### config.mk
export PLATFORM = sky130hd
export DESIGN_NAME = flat_json_property_tokenizer_core
export DESIGN_NICKNAME = d
export VERILOG_FILES = /design/src/hdl/fjpt_pkg.sv /design/src/hdl/fjpt_fifo.sv /design/src/hdl/flat_json_property_tokenizer_core.sv
export SDC_FILE = /design/constraint.sdc
export NUM_CORES = 1
export LEC_CHECK = 0
export ABC_AREA = 1
export BUFFER_PORTS_ARGS = -buffer_cell sky130_fd_sc_hd__buf_2
export CAP_MARGIN = 20
export CORE_AREA = 5 5 191 193
export DETAILED_ROUTE_END_ITERATION = 6
export DIE_AREA = 0 0 196 198
export GPL_TIMING_DRIVEN = 0
export PLACE_DENSITY_LB_ADDON = 0.1
export SLEW_MARGIN = 20
export SYNTH_ARGS = -nofsm -noshare
export SYNTH_HDL_FRONTEND = slang
export SYNTH_SLANG_ARGS = --single-unit
### constraint.sdc
create_clock -name clock -period 5.44 [get_ports clock]
set_clock_uncertainty 0.15 [all_clocks]
set_input_delay 0.816 -clock clock [delete_from_list [all_inputs] [get_ports clock]]
set_output_delay 0.816 -clock clock [all_outputs]
set_load 0.05 [all_outputs]
### src/hdl/fjpt_pkg.sv
// ----------------------------------------------------------------------------
// fjpt_pkg: shared types and constants of the flat json property tokenizer
// request and response words, parse phases, character and code constants
// ----------------------------------------------------------------------------
package fjpt_pkg;

   // packet size limit and most properties per packet, fixed by the word layout
   localparam int MAX_PACKET_BYTES = 1024;
   localparam int PROPERTY_CAP     = 32;

   typedef struct packed {
      logic [7:0] data_byte;
      logic       end_of_packet;
   } req_type;

   typedef struct packed {
      logic        record_kind;
      logic [9:0]  key_offset;
      logic [10:0] key_length;
      logic [10:0] value_offset;
      logic [10:0] value_length;
      logic [1:0]  value_kind;
      logic [4:0]  property_index;
      logic [5:0]  property_count;
      logic        packet_overflow;
      logic        run_last;
   } rsp_type;

   typedef enum logic [3:0] {
      PH_LEAD    = 4'd0,
      PH_TOP     = 4'd1,
      PH_KEYSKIP = 4'd2,
      PH_KEY     = 4'd3,
      PH_COLON   = 4'd4,
      PH_VALSKIP = 4'd5,
      PH_STRVAL  = 4'd6,
      PH_BAREVAL = 4'd7,
      PH_SEP     = 4'd8,
      PH_DONE    = 4'd9
   } phase_type;

   localparam logic REC_PROPERTY = 1'b0;
   localparam logic REC_END      = 1'b1;

   localparam logic [1:0] VT_STRING  = 2'd0;
   localparam logic [1:0] VT_INTEGER = 2'd1;
   localparam logic [1:0] VT_DOUBLE  = 2'd2;
   localparam logic [1:0] VT_BOOLEAN = 2'd3;

   localparam logic [7:0] CH_SPACE  = 8'h20;
   localparam logic [7:0] CH_QUOTE  = 8'h22;
   localparam logic [7:0] CH_COMMA  = 8'h2C;
   localparam logic [7:0] CH_DOT    = 8'h2E;
   localparam logic [7:0] CH_ZERO   = 8'h30;
   localparam logic [7:0] CH_ONE    = 8'h31;
   localparam logic [7:0] CH_COLON  = 8'h3A;
   localparam logic [7:0] CH_LBRACE = 8'h7B;
   localparam logic [7:0] CH_RBRACE = 8'h7D;

   localparam logic [5:0] LIMIT_RESET = 6'd32;

endpackage

### src/hdl/fjpt_fifo.sv
// ----------------------------------------------------------------------------
// fjpt_fifo: result queue
// small register queue that takes up to two words per cycle and gives one
// ----------------------------------------------------------------------------
module fjpt_fifo #(
   parameter int DEPTH = 4
) (
   input  logic            clock,
   input  logic            reset,
   input  logic            push0,
   input  logic            push1,
   input  fjpt_pkg::rsp_type push_word0,
   input  fjpt_pkg::rsp_type push_word1,
   input  logic            pop,
   output logic            out_valid,
   output fjpt_pkg::rsp_type out_word,
   output logic            room2
);
   import fjpt_pkg::*;

   localparam int PTR_W = (DEPTH > 1) ? $clog2(DEPTH) : 1;
   localparam int CNT_W = $clog2(DEPTH + 1);

   rsp_type            mem_ff [DEPTH];
   logic [PTR_W-1:0]   wr_ptr_ff, wr_ptr_in;
   logic [PTR_W-1:0]   rd_ptr_ff, rd_ptr_in;
   logic [CNT_W-1:0]   count_ff, count_in;
   logic [PTR_W-1:0]   wr_ptr_next;

   assign wr_ptr_next = wr_ptr_ff + PTR_W'(1);

   always_ff @(posedge clock) begin
      if (push0) mem_ff[wr_ptr_ff] <= push_word0;
      if (push1) mem_ff[wr_ptr_next] <= push_word1;
   end

   always_comb begin
      wr_ptr_in = wr_ptr_ff + PTR_W'(push0) + PTR_W'(push1);
      rd_ptr_in = rd_ptr_ff + PTR_W'(pop);
      count_in  = count_ff + CNT_W'(push0) + CNT_W'(push1) - CNT_W'(pop);
   end

   always_ff @(posedge clock) begin
      if (reset) begin
         wr_ptr_ff <= '0;
         rd_ptr_ff <= '0;
         count_ff  <= '0;
      end else begin
         wr_ptr_ff <= wr_ptr_in;
         rd_ptr_ff <= rd_ptr_in;
         count_ff  <= count_in;
      end
   end

   assign out_valid = (count_ff != '0);
   assign out_word  = mem_ff[rd_ptr_ff];
   assign room2     = (count_ff <= CNT_W'(DEPTH - 2));

endmodule

### src/hdl/flat_json_property_tokenizer_core.sv
// ----------------------------------------------------------------------------
// flat_json_property_tokenizer_core: flat json object tokenizer
// walks packet bytes and reports key/value offsets, lengths and types
// ----------------------------------------------------------------------------
// The block takes one packet byte per cycle unless the input stalls. A byte is
// registered at the input, parsed in the following cycle by a single pass of
// phase logic (the phase chain of one byte resolves combinationally), and its
// records go into a four-entry result queue; the first result word of a byte
// is valid at the output from the next clock edge on. A byte causes at most
// two records (a property and the end record), and the queue hands its words
// out one at a time, so the output side sets the rate only while it is stalled
// or while end-of-packet bytes that also close a property come back to back.
// The input stalls while its register holds a byte and the queue has fewer
// than two free slots. There is no clearing pass after reset.
// ----------------------------------------------------------------------------
module flat_json_property_tokenizer_core (
   input  logic              clock,
   input  logic              reset,
   // request channel
   input  logic              req_valid,
   output logic              req_stall,
   input  fjpt_pkg::req_type req_word,
   // response channel
   output logic              rsp_valid,
   input  logic              rsp_stall,
   output fjpt_pkg::rsp_type rsp_word,
   // property limit register
   input  logic              csr_write_enable,
   input  logic [5:0]        csr_write_data
);
   import fjpt_pkg::*;

   // positions saturate at MAX_PACKET_BYTES, key offsets at one below it
   localparam int POS_W  = $clog2(MAX_PACKET_BYTES + 1);
   localparam int KOFF_W = $clog2(MAX_PACKET_BYTES);
   localparam int CNT_W  = $clog2(PROPERTY_CAP + 1);
   localparam int LIM_W  = (CNT_W > 6) ? CNT_W : 6;
   localparam int QDEPTH = 4;

   localparam logic [POS_W-1:0]  POS_MAX  = POS_W'(MAX_PACKET_BYTES);
   localparam logic [KOFF_W-1:0] KOFF_MAX = KOFF_W'(MAX_PACKET_BYTES - 1);
   localparam logic [LIM_W-1:0]  LIM_MAX  = LIM_W'(PROPERTY_CAP);

   // input register
   logic    in_vld_ff, in_vld_in;
   req_type in_word_ff;
   logic    proc;
   logic    q_room2;

   // packet state
   phase_type          phase_ff, phase_in;
   logic [POS_W-1:0]   pos_ff, pos_in;
   logic [KOFF_W-1:0]  key_begin_ff, key_begin_in;
   logic [POS_W-1:0]   key_size_ff, key_size_in;
   logic [POS_W-1:0]   value_begin_ff, value_begin_in;
   logic               dot_ff, dot_in;
   logic [7:0]         first_char_ff, first_char_in;
   logic [CNT_W-1:0]   found_ff, found_in;
   logic               overflow_ff, overflow_in;
   logic [5:0]         limit_ff;

   // parse results of the byte in the input register
   logic [7:0]         b;
   logic               eop;
   logic [POS_W-1:0]   cur, nxt;
   logic [LIM_W-1:0]   limit_eff;
   logic               ovf_now;
   phase_type          ph;
   logic [KOFF_W-1:0]  kb;
   logic [POS_W-1:0]   ks, vb;
   logic               dot;
   logic [7:0]         fc;
   logic               go_top, go_bare;
   logic               emit, emit_bare;
   logic [POS_W-1:0]   emit_end;
   logic [CNT_W-1:0]   found_after;
   logic [POS_W-1:0]   val_len;
   logic [1:0]         val_type;
   rsp_type            prop_rec, end_rec;
   rsp_type            push_word0, push_word1;
   logic               push0, push1;
   logic               rsp_take;

   // ---------------------------------------------------------------------
   // input register: holds a byte until the queue can take its records
   // ---------------------------------------------------------------------
   assign proc      = in_vld_ff && q_room2;
   assign req_stall = in_vld_ff && !q_room2;
   assign in_vld_in = req_stall ? in_vld_ff : req_valid;

   always_ff @(posedge clock) begin
      if (reset) begin
         in_vld_ff <= 1'b0;
      end else begin
         in_vld_ff <= in_vld_in;
      end
   end

   always_ff @(posedge clock) begin
      if (req_valid && !req_stall) begin
         in_word_ff <= req_word;
      end
   end

   // property limit register, kept across packets
   always_ff @(posedge clock) begin
      if (reset) begin
         limit_ff <= LIMIT_RESET;
      end else if (csr_write_enable) begin
         limit_ff <= csr_write_data;
      end
   end

   // ---------------------------------------------------------------------
   // parse pass: one byte walks its whole phase chain here
   // ---------------------------------------------------------------------
   always_comb begin
      b   = in_word_ff.data_byte;
      eop = in_word_ff.end_of_packet;

      // saturated positions of this byte and the next
      ovf_now = overflow_ff || (pos_ff >= POS_MAX);
      cur     = (pos_ff >= POS_MAX) ? POS_MAX : pos_ff;
      nxt     = (cur < POS_MAX) ? cur + POS_W'(1) : POS_MAX;

      limit_eff = (LIM_W'(limit_ff) > LIM_MAX) ? LIM_MAX : LIM_W'(limit_ff);

      ph        = phase_ff;
      kb        = key_begin_ff;
      ks        = key_size_ff;
      vb        = value_begin_ff;
      dot       = dot_ff;
      fc        = first_char_ff;
      go_top    = 1'b0;
      go_bare   = 1'b0;
      emit      = 1'b0;
      emit_bare = 1'b0;
      emit_end  = cur;

      unique case (phase_ff)
         PH_LEAD: begin
            if (b != CH_SPACE && b != CH_LBRACE) go_top = 1'b1;
         end
         PH_TOP: begin
            go_top = 1'b1;
         end
         PH_KEYSKIP: begin
            if (b != CH_SPACE && b != CH_QUOTE) begin
               kb = (cur < POS_MAX) ? KOFF_W'(cur) : KOFF_MAX;
               ph = PH_KEY;
            end
         end
         PH_KEY: begin
            if (b == CH_QUOTE) begin
               ks = cur - POS_W'(key_begin_ff);
               ph = PH_COLON;
            end
         end
         PH_COLON: begin
            if (b == CH_COLON) ph = PH_VALSKIP;
         end
         PH_VALSKIP: begin
            if (b == CH_QUOTE) begin
               vb = nxt;
               ph = PH_STRVAL;
            end else if (b != CH_SPACE) begin
               // bare value starts on this very byte
               vb      = cur;
               dot     = 1'b0;
               fc      = b;
               go_bare = 1'b1;
            end
         end
         PH_STRVAL: begin
            if (b == CH_QUOTE) begin
               emit = 1'b1;
               ph   = PH_SEP;
            end
         end
         PH_BAREVAL: begin
            go_bare = 1'b1;
         end
         PH_SEP: begin
            if (b != CH_COMMA && b != CH_SPACE) go_top = 1'b1;
         end
         default: begin
            ph = PH_DONE;
         end
      endcase

      // bare value body: a comma or closing brace ends it
      if (go_bare) begin
         if (b == CH_COMMA || b == CH_RBRACE) begin
            emit      = 1'b1;
            emit_bare = 1'b1;
            ph        = PH_SEP;
            if (b == CH_RBRACE) go_top = 1'b1;
         end else begin
            ph = PH_BAREVAL;
            if (b == CH_DOT) dot = 1'b1;
         end
      end

      found_after = found_ff + CNT_W'(emit);

      // start of a property, or the end of parsing
      if (go_top) begin
         if (b == CH_RBRACE || LIM_W'(found_after) >= limit_eff) begin
            ph = PH_DONE;
         end else if (b != CH_SPACE && b != CH_QUOTE) begin
            kb = (cur < POS_MAX) ? KOFF_W'(cur) : KOFF_MAX;
            ph = PH_KEY;
         end else begin
            ph = PH_KEYSKIP;
         end
      end

      // packet ends inside a value: that value runs to the end
      if (eop && !emit && (ph == PH_STRVAL || ph == PH_BAREVAL)) begin
         emit      = 1'b1;
         emit_bare = (ph == PH_BAREVAL);
         emit_end  = nxt;
      end

      found_after = found_ff + CNT_W'(emit);

      val_len = (emit_end >= vb) ? emit_end - vb : '0;
      if (!emit_bare) begin
         val_type = VT_STRING;
      end else if (val_len == POS_W'(1) && (fc == CH_ZERO || fc == CH_ONE)) begin
         val_type = VT_BOOLEAN;
      end else if (dot) begin
         val_type = VT_DOUBLE;
      end else begin
         val_type = VT_INTEGER;
      end

      prop_rec.record_kind     = REC_PROPERTY;
      prop_rec.key_offset      = 10'(kb);
      prop_rec.key_length      = 11'(ks);
      prop_rec.value_offset    = 11'(vb);
      prop_rec.value_length    = 11'(val_len);
      prop_rec.value_kind      = val_type;
      prop_rec.property_index  = 5'(found_ff);
      prop_rec.property_count  = '0;
      prop_rec.packet_overflow = ovf_now;
      prop_rec.run_last        = !eop;

      end_rec.record_kind     = REC_END;
      end_rec.key_offset      = '0;
      end_rec.key_length      = '0;
      end_rec.value_offset    = '0;
      end_rec.value_length    = '0;
      end_rec.value_kind      = VT_STRING;
      end_rec.property_index  = '0;
      end_rec.property_count  = 6'(found_after);
      end_rec.packet_overflow = ovf_now;
      end_rec.run_last        = 1'b1;

      // queue order: property first, end record behind it
      push0      = proc && (emit || eop);
      push1      = proc && emit && eop;
      push_word0 = emit ? prop_rec : end_rec;
      push_word1 = end_rec;

      // next packet state
      if (proc && eop) begin
         phase_in       = PH_LEAD;
         pos_in         = '0;
         key_begin_in   = '0;
         key_size_in    = '0;
         value_begin_in = '0;
         dot_in         = 1'b0;
         first_char_in  = '0;
         found_in       = '0;
         overflow_in    = 1'b0;
      end else if (proc) begin
         phase_in       = ph;
         pos_in         = nxt;
         key_begin_in   = kb;
         key_size_in    = ks;
         value_begin_in = vb;
         dot_in         = dot;
         first_char_in  = fc;
         found_in       = found_after;
         overflow_in    = ovf_now;
      end else begin
         phase_in       = phase_ff;
         pos_in         = pos_ff;
         key_begin_in   = key_begin_ff;
         key_size_in    = key_size_ff;
         value_begin_in = value_begin_ff;
         dot_in         = dot_ff;
         first_char_in  = first_char_ff;
         found_in       = found_ff;
         overflow_in    = overflow_ff;
      end
   end

   always_ff @(posedge clock) begin
      if (reset) begin
         phase_ff       <= PH_LEAD;
         pos_ff         <= '0;
         key_begin_ff   <= '0;
         key_size_ff    <= '0;
         value_begin_ff <= '0;
         dot_ff         <= 1'b0;
         first_char_ff  <= '0;
         found_ff       <= '0;
         overflow_ff    <= 1'b0;
      end else begin
         phase_ff       <= phase_in;
         pos_ff         <= pos_in;
         key_begin_ff   <= key_begin_in;
         key_size_ff    <= key_size_in;
         value_begin_ff <= value_begin_in;
         dot_ff         <= dot_in;
         first_char_ff  <= first_char_in;
         found_ff       <= found_in;
         overflow_ff    <= overflow_in;
      end
   end

   // ---------------------------------------------------------------------
   // result queue
   // ---------------------------------------------------------------------
   assign rsp_take = rsp_valid && !rsp_stall;

   fjpt_fifo #(
      .DEPTH (QDEPTH)
   ) u_fifo (
      .clock      (clock),
      .reset      (reset),
      .push0      (push0),
      .push1      (push1),
      .push_word0 (push_word0),
      .push_word1 (push_word1),
      .pop        (rsp_take),
      .out_valid  (rsp_valid),
      .out_word   (rsp_word),
      .room2      (q_room2)
   );

   // ---------------------------------------------------------------------
   // checks
   // ---------------------------------------------------------------------
   // byte position never runs past the saturation point
   assert property (@(posedge clock) disable iff (reset)
      pos_ff <= POS_MAX)
      else $error("byte position beyond saturation");

   // the end-of-packet word leaves the parser back at the start
   assert property (@(posedge clock) disable iff (reset)
      proc && in_word_ff.end_of_packet |=> phase_ff == PH_LEAD && pos_ff == '0
         && found_ff == '0 && !overflow_ff)
      else $error("packet state not cleared after end word");

   // once parsing has stopped no property record comes out
   assert property (@(posedge clock) disable iff (reset)
      proc && phase_ff == PH_DONE |-> !push1
         && (!push0 || push_word0.record_kind == REC_END))
      else $error("property record after parsing stopped");

   // a held input byte is never processed without queue room
   assert property (@(posedge clock) disable iff (reset)
      in_vld_ff && !q_room2 |=> in_vld_ff && $stable(in_word_ff))
      else $error("input byte lost while queue full");

endmodule

==> flow_results.org, run 1 <==
** GRT
- Remaining global-route overflow :: 0
- Vias in the first global route :: 16400
- Maximum number of pins on one net before global-route repair :: 14
- The first global-routing pass estimated 92300 µm of wire.
- Global-route usage over all layers :: 29.9%
- Antenna violations before repair :: 0

** Clocking
- The clock reaches the later pin of the worst-skew pair after 0.53 ns.
- CTS Buffer Depth :: 3
- CTS root buf :: sky130_fd_sc_hd__clkbuf_16
- In this run, post-CTS hold repair placed 0 buffers.
- TritonCTS clock tree :: built
- Number of H-tree branching levels :: 2
- Clock input transition at the sequential cells of the worst setup and hold paths :: 0.06 ns
- Total clock buffers created by CTS :: 37
- The clock net in this run drives a total of 321 sinks.

** Worst setup path
- For this design, the slowest cell found on the critical path is sky130_fd_sc_hd__edfxtp_1.
- The worst register-to-register path ends at u_fifo.mem_ff[2][14].
- Of all nets on the critical path, the largest fanout is 6.
- In this run the worst setup path terminates at u_fifo.mem_ff[2][14].
- STA classifies the critical path endpoint as a flop.
- Reg-to-reg critical path startpoint :: b[2]
- Data required time at the worst endpoint :: 5.77 ns
- R2R cell count :: 37
- First element of the critical path :: b[2]
- For this run, the slowest stage of the critical path takes 0.46 ns.
- Register-to-register setup slack :: 0.12 ns
- Data arrives at the worst endpoint at 5.65 ns.
- The worst setup path is launched from a flop.
- Kind of critical path :: reg -> reg

** Detailed routing
- # DRC :: 0
- Total number of vias :: 18000
- Summed over all nets, wire length on met3 after detailed routing comes to 5710 µm.
- In the detailed route, the total length drawn on met2 is 27600 µm.
- Sum of routed wire length over all layers :: 60600 µm
- Dividing the detail-routed via count by the number of cells gives 5.60.
- Max layer used :: met4
- The pre-antenna-repair detailed-routing pass consisted of 6 iterations.
- Iter 0 DRT Violations :: 2037
- Wire length the detailed router placed on met1 :: 25400 µm
- Wire per inst :: 18.8 µm
- Final ANT Viol Nets :: 0

** Floorplanning
- The floorplan step defined a die boundary enclosing 38800 µm².
- The initial utilization of the core area, before any placement, comes to 49.6%.
- In this run the horizontal extent of the chip is 196 µm.
- IO Pins :: 81
- The die is 198 µm tall.
- The floorplan has 68 rows.
- The region available for standard cell placement spans 34400 µm².

** Yosys
- Synthesis produced a netlist whose cell count is 2573.
- Simple-Gate Fraction of Synth Area :: 32.3%
- Multiplexer cells account for 0.176% of the synthesized area.
- Number of warning messages in the yosys log :: 0
- Main combinational cell family by area after synthesis :: simple AND/OR/NAND/NOR gates
- Counting flops and latches in the post-synthesis netlist gives 321.
- Async set-or-reset flop fraction in the synthesized netlist :: 0%
- Sequential elements use 39.9% of the synthesized area.
- The most used flip-flop cell after synthesis is sky130_fd_sc_hd__dfxtp_1.
- Post-Syn Area per Cell :: 6.63 µm²
- Post-synthesis share of cell area spent on full adders, half adders and majority gates :: 3.23%
- Synth cell types :: 38
- Summing the areas of all xor and xnor instances in the mapped netlist gives 1.13% of the synthesized area.
- Number of enable flip-flop cells after synthesis :: 37
- Cell area after synthesis :: 17100 µm²
- Number of nets produced by synthesis :: 2634
- Summing the areas of all compound-gate instances in the mapped netlist gives 12.7% of the synthesized area.

** Final layout
- Signed area change from the synthesized netlist to the final layout :: 18.2%
- Layout Cell Area excl Fill :: 20200 µm²
- Number of diodes :: 0
- Final net count :: 2800
- Leaving out fill and tap cells, the most frequent cell in the layout is sky130_fd_sc_hd__nand2_1.
- Count of non-filler cells in the finished layout :: 3220
- Of the cells placed in the final design, the portion with a size suffix greater than 1 is 12.8%.
- Core Util, Final :: 58.6%
- The library cells used most frequently in the layout, excluding fill and tap cells, are sky130_fd_sc_hd__nand2_1 (693), sky130_fd_sc_hd__nand3_1 (312), sky130_fd_sc_hd__inv_1 (291).

** Worst hold path
- Along the worst hold path, the cell count comes to 1.
- In this run the worst hold path is classified as in -> reg.

** Power and ir drop
- Leak Pwr :: 10.4 nW
- Dividing total power by cell area gives a power density of 497 nW/µm².
- IR analysis of the VDD net gives a maximum drop of 375 µV.

** STA
- For the pin with the worst max-slew slack, the measured transition is 1.09 ns.
- Headroom to the max-slew limit came out at 26.5%.
- Count of final hold-check violations :: 0
- Final period utilization :: 97.8%
- Based on the critical path, the design can be clocked at up to 188 MHz.
- Worst hold slack after final layout :: 0.307 ns
- The final max-slew violation count was 0.
- Final count of negative-setup-slack endpoints :: 0
- The routed design could run at a clock period as short as 5.32 ns.

** Place
- Number of cells in the design after placement :: 3107
- The congestion estimate from routability-driven global placement came to 0.963.
- Detailed-placement wirelength estimate :: 44200 µm
- Placed Instance Area :: 18000 µm²
- Count of input and output buffers :: 79

** Status
- The run finished with clean final reports.

** Job
- Max-capacitance violation count :: 0
==> metal layers <==
layer | vias up | GRT usage (%)
met1 | 8376 | 40.4
met3 | 125 | 5.34
met4 | 0 | 10.3
met2 | 915 | 48.5
met5 | - | 0
li1 | 8621 | -
==> power by group <==
| group | total, mW | leakage [nW] | internal, mW | switching (mW) |
|---|---|---|---|---|
| registers | 2.64 | 2.64 | 2.54 | 0.0987 |
| clock network | 2.52 | 0.593 | 1.49 | 1.03 |
| logic | 4.86 | 7.19 | 1.38 | 3.48 |
| total | 10.0 | 10.4 | 5.40 | 4.61 |
==> kinds of logic after synthesis <==
| group | count (synthesis) |
|---|---|
| and+or+nand+nor | 1320 |
| buffers and inverters | 465 |
| xor gates and xnor gates | 22 |
| AOI/OAI and AO/OA | 401 |
| adders and majority gates | 41 |
| DFF | 321 |
| muxes | 3 |
==> worst min-delay path by stage <==
stage / from / to
floorplan: first_char_ff[6] / first_char_ff[6]
global placement: first_char_ff[6] / first_char_ff[6]
detailed placement: pos_ff[1] / pos_ff[1]
CTS: req_word[3] / b[2]
global route: req_word[1] / b[0]
finish: req_word[3] / b[2]
==> repair_timing <==
item,CTS,global route
endpoints found under the setup margin,88,70
gates resized for setup,52,93
pin swaps,15,42
setup buffers,24,25
cloned,0,1
==> state kept, by name, summed over array words and instances, names as in the netlist, 4 cells and up <==
name and flops:
pos_ff 11, limit_ff 6, first_char_ff 7, key_size_ff 11
key_begin_ff 10, b 8, phase_ff 4, value_begin_ff 11
found_ff 6, u_fifo.mem_ff 236
==> stage by stage <==
stage	power [mW]	setup slack [ns]	TNS (ns)
finish	10.0	0.122	0
floorplan	5.52	0.367	0
global route	10.5	-0.0696	-0.521
global placement	6.73	-1.25	-57.86
detailed placement	6.77	-1.36	-67.29
CTS	9.44	0.0126	0
==> worst max-delay path: cells and delay by family (launching register included) <==
kind,cells,cell delay (ns)
flip-flops,1,0.46
XOR/XNOR,1,0.21
adder cells (fa/ha/maj),4,0.85
AND/OR/NAND/NOR,25,2.63
AO/OA/AOI/OAI,3,0.40
buffers and inverters,4,0.53
==> cell usage after synthesis, types with 2 or more instances <==
master	number	area, µm²
sky130_fd_sc_hd__nand2_1	716	2690
sky130_fd_sc_hd__nand3_1	324	1620
sky130_fd_sc_hd__inv_1	296	1110
sky130_fd_sc_hd__dfxtp_1	284	5690
sky130_fd_sc_hd__nor2_1	235	882
sky130_fd_sc_hd__o21ai_0	202	1010
sky130_fd_sc_hd__clkbuf_1	102	383
sky130_fd_sc_hd__a21oi_1	97	485
sky130_fd_sc_hd__o22ai_1	70	438
sky130_fd_sc_hd__buf_2	48	240
sky130_fd_sc_hd__edfxtp_1	37	1110
sky130_fd_sc_hd__ha_1	36	450
sky130_fd_sc_hd__xor2_1	18	158
sky130_fd_sc_hd__inv_2	13	48.8
sky130_fd_sc_hd__a31oi_1	12	75.1
sky130_fd_sc_hd__nor3_1	12	60.1
sky130_fd_sc_hd__nand4_1	7	43.8
sky130_fd_sc_hd__nand2_2	6	37.5
sky130_fd_sc_hd__o21a_1	6	45.0
sky130_fd_sc_hd__buf_1	5	18.8
sky130_fd_sc_hd__fa_1	5	100
sky130_fd_sc_hd__nand3b_1	5	37.5
sky130_fd_sc_hd__or2_2	5	31.3
sky130_fd_sc_hd__nor3_4	4	65.1
sky130_fd_sc_hd__xnor2_1	4	35.0
sky130_fd_sc_hd__a211oi_1	3	22.5
sky130_fd_sc_hd__mux2i_1	3	30.0
sky130_fd_sc_hd__nand3_2	3	30.0
sky130_fd_sc_hd__a21o_1	2	15.0
sky130_fd_sc_hd__nor2_2	2	12.5
sky130_fd_sc_hd__o211ai_1	2	15.0
sky130_fd_sc_hd__o21bai_1	2	15.0
sky130_fd_sc_hd__o31ai_1	2	15.0
==> final cells by class <==
class	instances	area (µm²)
sequential	321	6800
timing repair buffer	129	812
fill	3349	14200
clock buffer	53	1090
buffer	154	664
tap	455	569
clock inverter	12	114
inverter	309	1170
multi-input combinational	1787	8950
Power figures use the tool's default switching activity.
==> run 2, diff against run 1 <==
--- a/config.mk
+++ b/config.mk
@@ -13,2 +13,3 @@
 export DIE_AREA = 0 0 196 198
+export GPL_ROUTABILITY_DRIVEN = 0
 export GPL_TIMING_DRIVEN = 0
==> constraint.sdc (replaced) <==
create_clock -name clock -period 5.44 [get_ports clock]
set_clock_uncertainty 0.15 [all_clocks]
set_input_delay 0.544 -clock clock [delete_from_list [all_inputs] [get_ports clock]]
set_output_delay 0.544 -clock clock [all_outputs]
set_load 0.05 [all_outputs]
==> flow_results.org, run 2 (synthesis gave the netlist of run 1 again) <==
** Status
- The run finished, with violations left.
- The final reports fail on design-rule violations.

** STA
- The highest clock rate came to 188 MHz (about the same).
- The final worst slack came to 0.120 ns (-0.00204 ns).
- Count of final hold-check violations :: 0 (unchanged)
- Worst hold slack after final layout :: 0.0372 ns (-0.270 ns)
- Total Negative Setup Slacks :: 0 ns (unchanged)
- The total setup violations reported at the end of the flow was 0 (unchanged).
- Final period utilization :: 97.8% (about the same)
- The relative max-transition margin came to 31.9% (+5.4 points).
- The clock period minus final worst setup slack is 5.32 ns (+0.00204 ns).
- Worst-margin pin slew :: 1.01 ns (-0.0801 ns)
- The final max-slew violation count was 0 (unchanged).
- Unrepaired setup endpoints after global routing :: yes

** Worst setup path
- Critical path launch point type :: flop
- Slowest cell on crit path :: sky130_fd_sc_hd__ha_2
- Kind of critical path :: reg -> reg
- Element type at the critical path end :: flop
- Worst stage delay on the critical path :: 0.47 ns (about the same)
- Crit-path most repeated cell :: sky130_fd_sc_hd__nand2_1
- The data required time of the worst path is 5.76 ns (about the same).
- The arrival time of data at the critical path endpoint was 5.64 ns (about the same).
- Critical path fanouts, max :: 7 (+1)
- Register-to-register setup slack :: 0.12 ns (about the same)

** Detailed routing
- The post-route DRC violation count came to 16 (+16).
- The detail-routed via count per cell is 5.61 (+0.20%).
- The final wirelength is 60000 µm (-1.0%).
- Iter 0 DRT Violations :: 2150 (+5.5%)
- The average routed wire per standard cell was 18.6 µm (-1.3%).
- Iteration count of the initial detailed-routing pass :: 7 (+1)
- Final ANT Viol Nets :: 0 (unchanged)
- The number of vias in the routed layout was 18100 (+0.45%).

** Final layout
- The final design area excluding fillers is 20100 µm² (-0.12%).
- The number of flip-flops under the largest register name was 236 (unchanged).
- Leaving out fill and tap cells, the most frequent cell in the layout is sky130_fd_sc_hd__nand2_1.
- Number of diodes :: 0 (unchanged)
- Count of non-filler cells in the finished layout :: 3228 (+0.25%)
- Ranked by flip-flop count, first place goes to u_fifo.mem_ff.
- Area taken by multi-input logic gates :: 8850 µm² (-1.1%)
- Final net count :: 2806 (+0.21%)
- The sequential cell area was 6800 µm² (unchanged).
- Core Util, Final :: 58.6% (-0.069 points)
- Number of inserted filler cells in the final layout :: 3336 (-0.39%)
- Compared with the post-synthesis result, the final layout area differs by 18.1%.
- Leaving out fill and tap cells, the most frequent cells in the layout are sky130_fd_sc_hd__nand2_1 (691), sky130_fd_sc_hd__nand3_1 (312), sky130_fd_sc_hd__inv_1 (290).
- The share of post-route cells with drive strength above 1 came to 12.7% (-0.073 points).

** Power and ir drop
- Power Total :: 9.84 mW (-1.8%)
- The largest vdd supply drop was 450 µV (+20%).
- Leak Pwr :: 10.5 nW (+0.22%)
- The ratio of total power to cell area is 489 nW/µm² (-1.6%).

** Floorplanning
- The overall die width was 196 µm (unchanged).
- The area of the die is 38800 µm² (unchanged).
- The cell row count is 68 (unchanged).
- The die height was 198 µm (unchanged).
- The core box area is 34400 µm² (unchanged).
- IO Pins :: 81 (unchanged)
- Initial core utilization :: 49.6% (unchanged)

** GRT
- Maximum number of pins on one net before global-route repair :: 14 (unchanged)
- Wire length of the first global-routing pass :: 91800 µm (-0.50%)
- The via count of the first global-routing pass was 16200 (-0.99%).
- Remaining global-route overflow :: 0 (unchanged)
- Antenna violations before repair :: 0 (unchanged)
- Global-route usage over all layers :: 29.6% (-0.27 points)

** Place
- The HPWL reported at the end of detailed placement was 43200 µm (-2.2%).
- The instance area at placement came to 18000 µm² (unchanged).
- Setup slack at placement :: -1.19 ns (+0.167 ns)
- Number of cells in the design after placement :: 3107 (unchanged)
- The number of port buffers was 79 (unchanged).

** Clocking
- The source-to-sink clock delay at the later pin of the worst-skew pair came to 0.53 ns (about the same).
- The total number of H-tree levels is 2 (unchanged).
- The clock transition at the registers of the reported paths was 0.06 ns (about the same).
- The tree is rooted in a sky130_fd_sc_hd__clkbuf_16.
- TritonCTS clock tree :: built
- The number of sinks handled by clock tree synthesis was 321 (unchanged).
- Total clock buffers created by CTS :: 38 (+2.7%)
- The buffer levels on the longest clock path was 3 (unchanged).

** Worst hold path
- The worst hold path belongs to the class in -> reg.

** Job
- The number of max-capacitance violations reported came to 0 (unchanged).
## run 2: changes by cell type in the layout (fill, tap and decap cells not counted), moves of 3 or more
cell                       previous run  this run
sky130_fd_sc_hd__ha_4                 9         2
sky130_fd_sc_hd__o21ai_2              6         0
sky130_fd_sc_hd__clkbuf_8             6        11
sky130_fd_sc_hd__o21ai_1              1         6
sky130_fd_sc_hd__ha_2                 2         6
sky130_fd_sc_hd__buf_4               46        49
sky130_fd_sc_hd__ha_1                25        28
sky130_fd_sc_hd__o21ai_0            192       195
## run 2: worst paths after layout
| path | cells past startpoint | end | from |
|---|---|---|---|
| setup / recovery | 35 | u_fifo.mem_ff[0][17] | b[4] |
| hold reg to reg | 2 | first_char_ff[6] | first_char_ff[6] |
| hold / removal | 1 | b[5] | req_word[6] |
| setup reg to reg | 35 | u_fifo.mem_ff[0][17] | b[4] |
## run 2: per-layer routing
metal / vias up / part of all wire (%) / track usage, %
li1: 8623 / - / -
met1: 8456 / 42 / 41.0
met2: 886 / 46 / 48.4
met3: 153 / 8.7 / 3.76
met4: 0 / 3.7 / 9.54
met5: - / 0 / 0
## run 2: worst max-delay path, delay by kind of cell (launching register included)
family	cells	cell delay (ns)
buf+inv	5	0.64
flops	1	0.44
xor+xnor	1	0.14
fa+ha+maj	4	1.09
compound gates	2	0.15
simple gates	23	2.61
## run 2: report_power, final
group          switching, mW  total, mW  internal, mW
registers             0.0975       2.64          2.54
logic                   3.42       4.65          1.23
clock network           1.03       2.55          1.52
total                   4.54       9.84          5.30
## run 2: what timing repair did
item | CTS | global route
setup endpoints to repair | 80 | 78
gates resized for setup | 50 | 83
buffers inserted | 32 | 21
gates cloned | 0 | 3
hold buffers | 0 | 0
pin swaps | 13 | 40
## run 2: layout make-up
| class | count | share of cell area [%] |
|---|---|---|
| multi-input cells | 1788 | 44.0 |
| flip-flops and latches | 321 | 33.8 |
| plain buffers | 155 | 3.31 |
| clock buffers | 61 | 6.02 |
| inverters | 309 | 5.83 |
| repair buffers | 132 | 4.10 |
| clock inverters | 7 | 0.211 |
| well taps | 455 | 2.83 |
